--- config.mk ---
export PLATFORM = sky130hd
export DESIGN_NAME = mgru_ctrl
export DESIGN_NICKNAME = d
export VERILOG_FILES = /design/src/sv/mgru_pkg.sv /design/src/sv/mgru_ctrl.sv
export SDC_FILE = /design/constraint.sdc
export NUM_CORES = 1
export LEC_CHECK = 0
export BUFFER_PORTS_ARGS = -buffer_cell sky130_fd_sc_hd__clkbuf_2
export CAP_MARGIN = 20
export CORE_UTILIZATION = 53
export CTS_CLUSTER_DIAMETER = 60
export DETAILED_ROUTE_END_ITERATION = 8
export PLACE_DENSITY = 0.8
export SLEW_MARGIN = 15
export SYNTH_ARGS = -nofsm -noshare
export SYNTH_HDL_FRONTEND = slang
export SYNTH_SLANG_ARGS = --single-unit
--- constraint.sdc ---
create_clock -name i_clk -period 4.7 [get_ports i_clk]
set_clock_uncertainty 0.15 [all_clocks]
set_input_delay 0.47 -clock i_clk [delete_from_list [all_inputs] [get_ports i_clk]]
set_output_delay 0.47 -clock i_clk [all_outputs]
set_load 0.02 [all_outputs]
--- src/sv/mgru_pkg.sv ---
// ----------------------------------------------------------------------------
// mgru_pkg: shared definitions for the mixed graph reach update block
// Sizes, operation codes and the command and status bundles that pass
// between the controller and the datapath.
// ----------------------------------------------------------------------------
package mgru_pkg;

    // Largest number of graph nodes; one matrix row and one column per node.
    localparam int MAX_NODES    = 64;
    localparam int ROW_W        = MAX_NODES;
    localparam int NODE_W       = $clog2(MAX_NODES);
    localparam int CNT_W        = $clog2(MAX_NODES + 1);

    // Fixed field widths of the stream words.
    localparam int CFG_W        = 7;
    localparam int FIELD_NODE_W = 6;
    localparam int MASK_W       = 64;
    localparam int IN_FIELDS_W  = 2 * FIELD_NODE_W + MASK_W + 1;
    localparam int IN_TDATA_W   = ((IN_FIELDS_W + 7) / 8) * 8;
    localparam int OUT_TDATA_W  = 8;

    localparam logic [CFG_W-1:0] NODE_COUNT_RESET = 7'd64;

    typedef logic [ROW_W-1:0]  t_row;
    typedef logic [NODE_W-1:0] t_node;
    typedef logic [CNT_W-1:0]  t_cnt;

    typedef enum logic [1:0] {
        OP_ADD_DIR = 2'd0,
        OP_ADD_BI  = 2'd1,
        OP_PRUNE   = 2'd2,
        OP_CLEAR   = 2'd3
    } t_op;

    // Which row the matrix read port fetches.
    typedef enum logic [1:0] {
        RD_Y = 2'd0,
        RD_X = 2'd1,
        RD_Z = 2'd2
    } t_rd_sel;

    // Which update rule forms the row that is written back.
    typedef enum logic [1:0] {
        WR_X    = 2'd0,
        WR_Y    = 2'd1,
        WR_SCAN = 2'd2
    } t_wr_mode;

    typedef struct packed {
        logic     load_item;
        logic     cap_y;
        t_rd_sel  rd_sel;
        logic     wr_en;
        t_wr_mode wr_mode;
        logic     clear;
        logic     z_clr;
        logic     z_inc;
        logic     load_result;
    } t_cmd;

    typedef struct packed {
        t_op  op;
        logic reject;
        logic n_zero;
        logic last_row;
        logic out_free;
    } t_sts;

endpackage

--- src/sv/mgru_ctrl.sv ---
// ----------------------------------------------------------------------------
// mgru_ctrl: controller of the mixed graph reach update block
// Sequences the clear, endpoint row loads, endpoint writes, the row scan and the
// hand-off of each result to the output register.
// ----------------------------------------------------------------------------
module mgru_ctrl (
    input  logic           i_clk,
    input  logic           i_rst_n,
    input  logic           i_in_valid,
    output logic           o_in_ready,
    input  mgru_pkg::t_sts i_sts,
    output mgru_pkg::t_cmd o_cmd
);
    import mgru_pkg::*;

    typedef enum logic [9:0] {
        S_IDLE    = 10'b00_0000_0001,
        S_DECODE  = 10'b00_0000_0010,
        S_CLEAR   = 10'b00_0000_0100,
        S_RD_Y    = 10'b00_0000_1000,
        S_RD_X    = 10'b00_0001_0000,
        S_WR_X    = 10'b00_0010_0000,
        S_WR_Y    = 10'b00_0100_0000,
        S_SCAN_RD = 10'b00_1000_0000,
        S_SCAN_WR = 10'b01_0000_0000,
        S_FINISH  = 10'b10_0000_0000
    } t_state;

    t_state r_state;
    t_state n_state;

    always_comb begin
        n_state = r_state;
        o_cmd   = '{load_item: 1'b0, cap_y: 1'b0, rd_sel: RD_Z, wr_en: 1'b0,
                    wr_mode: WR_SCAN, clear: 1'b0, z_clr: 1'b0, z_inc: 1'b0,
                    load_result: 1'b0};
        unique case (r_state)
            S_IDLE: begin
                if (i_in_valid) begin
                    o_cmd.load_item = 1'b1;
                    n_state         = S_DECODE;
                end
            end
            S_DECODE: begin
                o_cmd.z_clr = 1'b1;
                priority if (i_sts.reject) begin
                    n_state = S_FINISH;
                end else if (i_sts.op == OP_CLEAR) begin
                    n_state = S_CLEAR;
                end else if (i_sts.op == OP_PRUNE) begin
                    n_state = i_sts.n_zero ? S_FINISH : S_SCAN_RD;
                end else begin
                    n_state = S_RD_Y;
                end
            end
            S_CLEAR: begin
                o_cmd.clear = 1'b1;
                n_state     = S_FINISH;
            end
            S_RD_Y: begin
                o_cmd.rd_sel = RD_Y;
                n_state      = S_RD_X;
            end
            S_RD_X: begin
                o_cmd.rd_sel = RD_X;
                o_cmd.cap_y  = 1'b1;
                n_state      = S_WR_X;
            end
            S_WR_X: begin
                o_cmd.wr_en   = 1'b1;
                o_cmd.wr_mode = WR_X;
                n_state       = (i_sts.op == OP_ADD_BI) ? S_WR_Y : S_SCAN_RD;
            end
            S_WR_Y: begin
                o_cmd.wr_en   = 1'b1;
                o_cmd.wr_mode = WR_Y;
                n_state       = S_SCAN_RD;
            end
            S_SCAN_RD: begin
                o_cmd.rd_sel = RD_Z;
                n_state      = S_SCAN_WR;
            end
            S_SCAN_WR: begin
                o_cmd.wr_en   = 1'b1;
                o_cmd.wr_mode = WR_SCAN;
                o_cmd.z_inc   = 1'b1;
                n_state       = i_sts.last_row ? S_FINISH : S_SCAN_RD;
            end
            S_FINISH: begin
                if (i_sts.out_free) begin
                    o_cmd.load_result = 1'b1;
                    n_state           = S_IDLE;
                end
            end
            default: begin
                n_state = S_IDLE;
            end
        endcase
    end

    always_ff @(posedge i_clk) begin
        if (!i_rst_n) begin
            r_state <= S_IDLE;
        end else begin
            r_state <= n_state;
        end
    end

    assign o_in_ready = (r_state == S_IDLE);

endmodule

==> summary.txt <==
GRT
  • Number of global-route vias before repair: 591
  • First-pass GRT wire length: 2640 µm
  • Remaining global-route overflow: 0
  • Initial antenna violation count: 0
  • GRT Total Usage: between 20% and 30%
  • Pin count of the biggest net entering global routing: 10

Layout
  • Diode count: 0
  • Top reg by flops: r_state
  • Layout Utilization: 72.0%
  • Fin cells: 115
  • Biggest regs: r_state x10
  • Final Net Count: 111
  • Fraction of layout cells with a size suffix above 1: 33.7%
  • Area delta synth->final: 19.5%
  • Max reg flops: 10

Clock network
  • Clock latency on the worst-skew pair: 0.27 ns
  • H-tree levels: 1
  • Clk buf depth: 2
  • Root Buffer: clkbuf_4
  • CTS tree: yes
  • Hold_buf cts: 0
  • Clk sink count: 10
  • Total CTS buffers: 3
  • CTS resizes: 0
  • Reg clk slew, reported paths: 0.07 ns
  • Setup Buffers After CTS: 0

Setup path
  • Crit-path cells: nor4_4 -> nand2_2 -> nor2_1 -> and2_1 -> clkbuf_2
  • WP data required: between 4 and 5 ns
  • Slowest stage delay, CP: 0.52 ns
  • Setup CP Type: reg2out
  • Slowest-stage cell, CP: nor4_4
  • CP Data Arrival Time: 1.86 ns
  • Delay-heaviest family, CP: simple AND/OR/NAND/NOR gates
  • Critical path launch point type: register
  • CP Capture Type: primary output
  • Worst-path fanout max: 9
  • CP bufs+invs: 1

Synth
  • Post-synth top area share: 28.4%
  • Gate count after technology mapping: 80
  • Ranking of synthesized cells by area: dfxtp_1 (28%), nor4_4 (9.0%), nor4_1 (4.4%)
  • Post-synth EDFFs: 0
  • Ys flop type: dfxtp_1
  • Syn Nets: 89
  • Post-Syn Area: 706 µm²
  • Ys async rst share: 0%
  • Most numerous cell in the Yosys netlist: dfxtp_1
  • Synth Warn #: 0
  • Synth unique cells: 38
  • Syn_area_per_cell: 8.82 µm²
  • Top cells by count, synth: dfxtp_1 (10), inv_1 (5), nor4_1 (5)
  • Register area share after synthesis: between 20% and 30%
  • Top cell type by total area after synthesis: dfxtp_1
  • Register bit total from synthesis: 10

Drt
  • DR vias/cell: 5.93
  • Via count: 682
  • DRC Markers: 0
  • First-pass detailed-route iteration total: 4
  • Drt total wl: 1640 µm
  • WL/cell: between 10 and 15 µm
  • Final ANT Viol Nets: 0
  • Detailed router's first-iteration violation count: 15

STA
  • Fin crit share: 52.8%
  • Fmax: 0.403 GHz
  • Max-slew headroom: 67.2%
  • Slew @ Worst Pin: roughly 0.49 ns
  • Final hold vios: 0
  • Final TNS setup: 0 ns
  • Final min period: 2.48 ns
  • Final setup viols: 0
  • RSZ-0062 raised after global routing: no
  • Slew Viols, Final: 0

Power
  • LEAKAGE: 0.376 nW
  • Pwr Density: 243 nW/µm²
  • Peak supply drop: 0.167 mV
  • P_int: roughly 0.15 mW
  • Sequential fraction of design power: 44.9%
  • Switch share: 28.0%
  • NetSw: 0.0573 mW
  • Comb power frac: about 16%
  • Clock share of power: 38.7%

Placement
  • Dpl hpwl: approximately 1300 µm
  • I/O Buffers: 20
  • Gpl congestion: 0.800
  • Inst Count DP: 111

Die
  • Die width: a little under 40 µm
  • Top-Level Pins: 21
  • Initial Util: 60.3%
  • Placeable Area: 1170 µm²
  • Row count: 12
  • Die area: 1480 µm²
  • Die Height: 38.5 µm

Outcome
  • Outcome: finished clean

Flow run
  • Max-cap violations: 0

Worst hold path
  • Hold WC Path Type: in2reg
[cells in the final DEF, fill, tap and decap left out, types with 2 or more instances in the layout]
master    netlist  routed
and3_1          2       2
nor4_1          5       5
nand4b_1        2       2
clkbuf_2        1      20
nand2b_1        2       2
a31oi_1         2       2
o21ai_0         2       2
nor4_4          3       3
xor2_1          2       2
nand4_1         2       2
o211ai_1        3       3
nor2b_1         3       3
a21oi_1         2       2
dfxtp_1        10      10
nand3_1         3       3
nand2_1         4       4
nor2_1          4       4
nor3_1          3       3
clkbuf_4        0       3
inv_1           5       5
o21a_1          2       2
[worst reg2reg max path, stage by stage (launching register included)]
cell and delay [ns]:
dfxtp_1 0.37, nor4_4 0.52, nand4_1 0.26, o22ai_1 0.23, o21a_1 0.15
[layout make-up]
class / instances / area, µm²
multi-input combinational: 62 / 470
fill: 94 / 328
sequential: 10 / 200
timing repair buffer: 20 / 100
clock buffer: 4 / 36.3
inverter: 5 / 18.8
tap: 14 / 17.5
[routing by layer]
layer	share of wire [%]	global-route usage, %	routed length, µm
met1	51	35.4	830
met2	45	40.0	730
met3	4.1	6.98	68
met4	0.67	10.3	11
met5	0	0	0
[power by group through the flow]
stage	sequential (mW)	clock (mW)	combinational, mW
final	0.0918	0.0791	0.0336
after global routing	0.0924	0.0824	0.0369
after CTS	0.0916	0.0812	0.0334
after detailed placement	0.0936	0	0.0332
after global placement	0.0936	0	0.0328
after floorplan	0.0923	0	0.0217
[through the flow]
stage / setup WS, ns / hold WS [ns] / power (mW) / instance area, µm²
5_1_grt: 2.05 / 0.306 / 0.212 / 843
3_5_place_dp: 2.52 / 0.409 / 0.127 / 807
6_report: 2.22 / 0.308 / 0.205 / 843
3_3_place_gp: 2.62 / 0.399 / 0.126 / 807
2_1_floorplan: 2.47 / 0.373 / 0.114 / 706
4_1_cts: 2.23 / 0.298 / 0.206 / 843
[kinds of logic (layout without fill, tap and decap cells)]
group,count (synthesis),count (layout),synth area share (%)
simple gates,45,45,48.9
xor+xnor,2,2,2.48
compound gates,15,15,15.2
flops,10,10,28.4
buf+inv,8,29,4.96
[path summary, 6_finish.rpt]
kind	from	cells after the start	slack (ns)	endpoint
worst max-delay path	r_state[7]	5	2.22	o_cmd[10]
worst min-delay path	i_sts[4]	3	0.31	r_state[6]
worst max register to register	r_state[7]	4	2.96	r_state[7]
worst min register to register	r_state[7]	2	0.42	r_state[8]
Power figures use the tool's default switching activity.
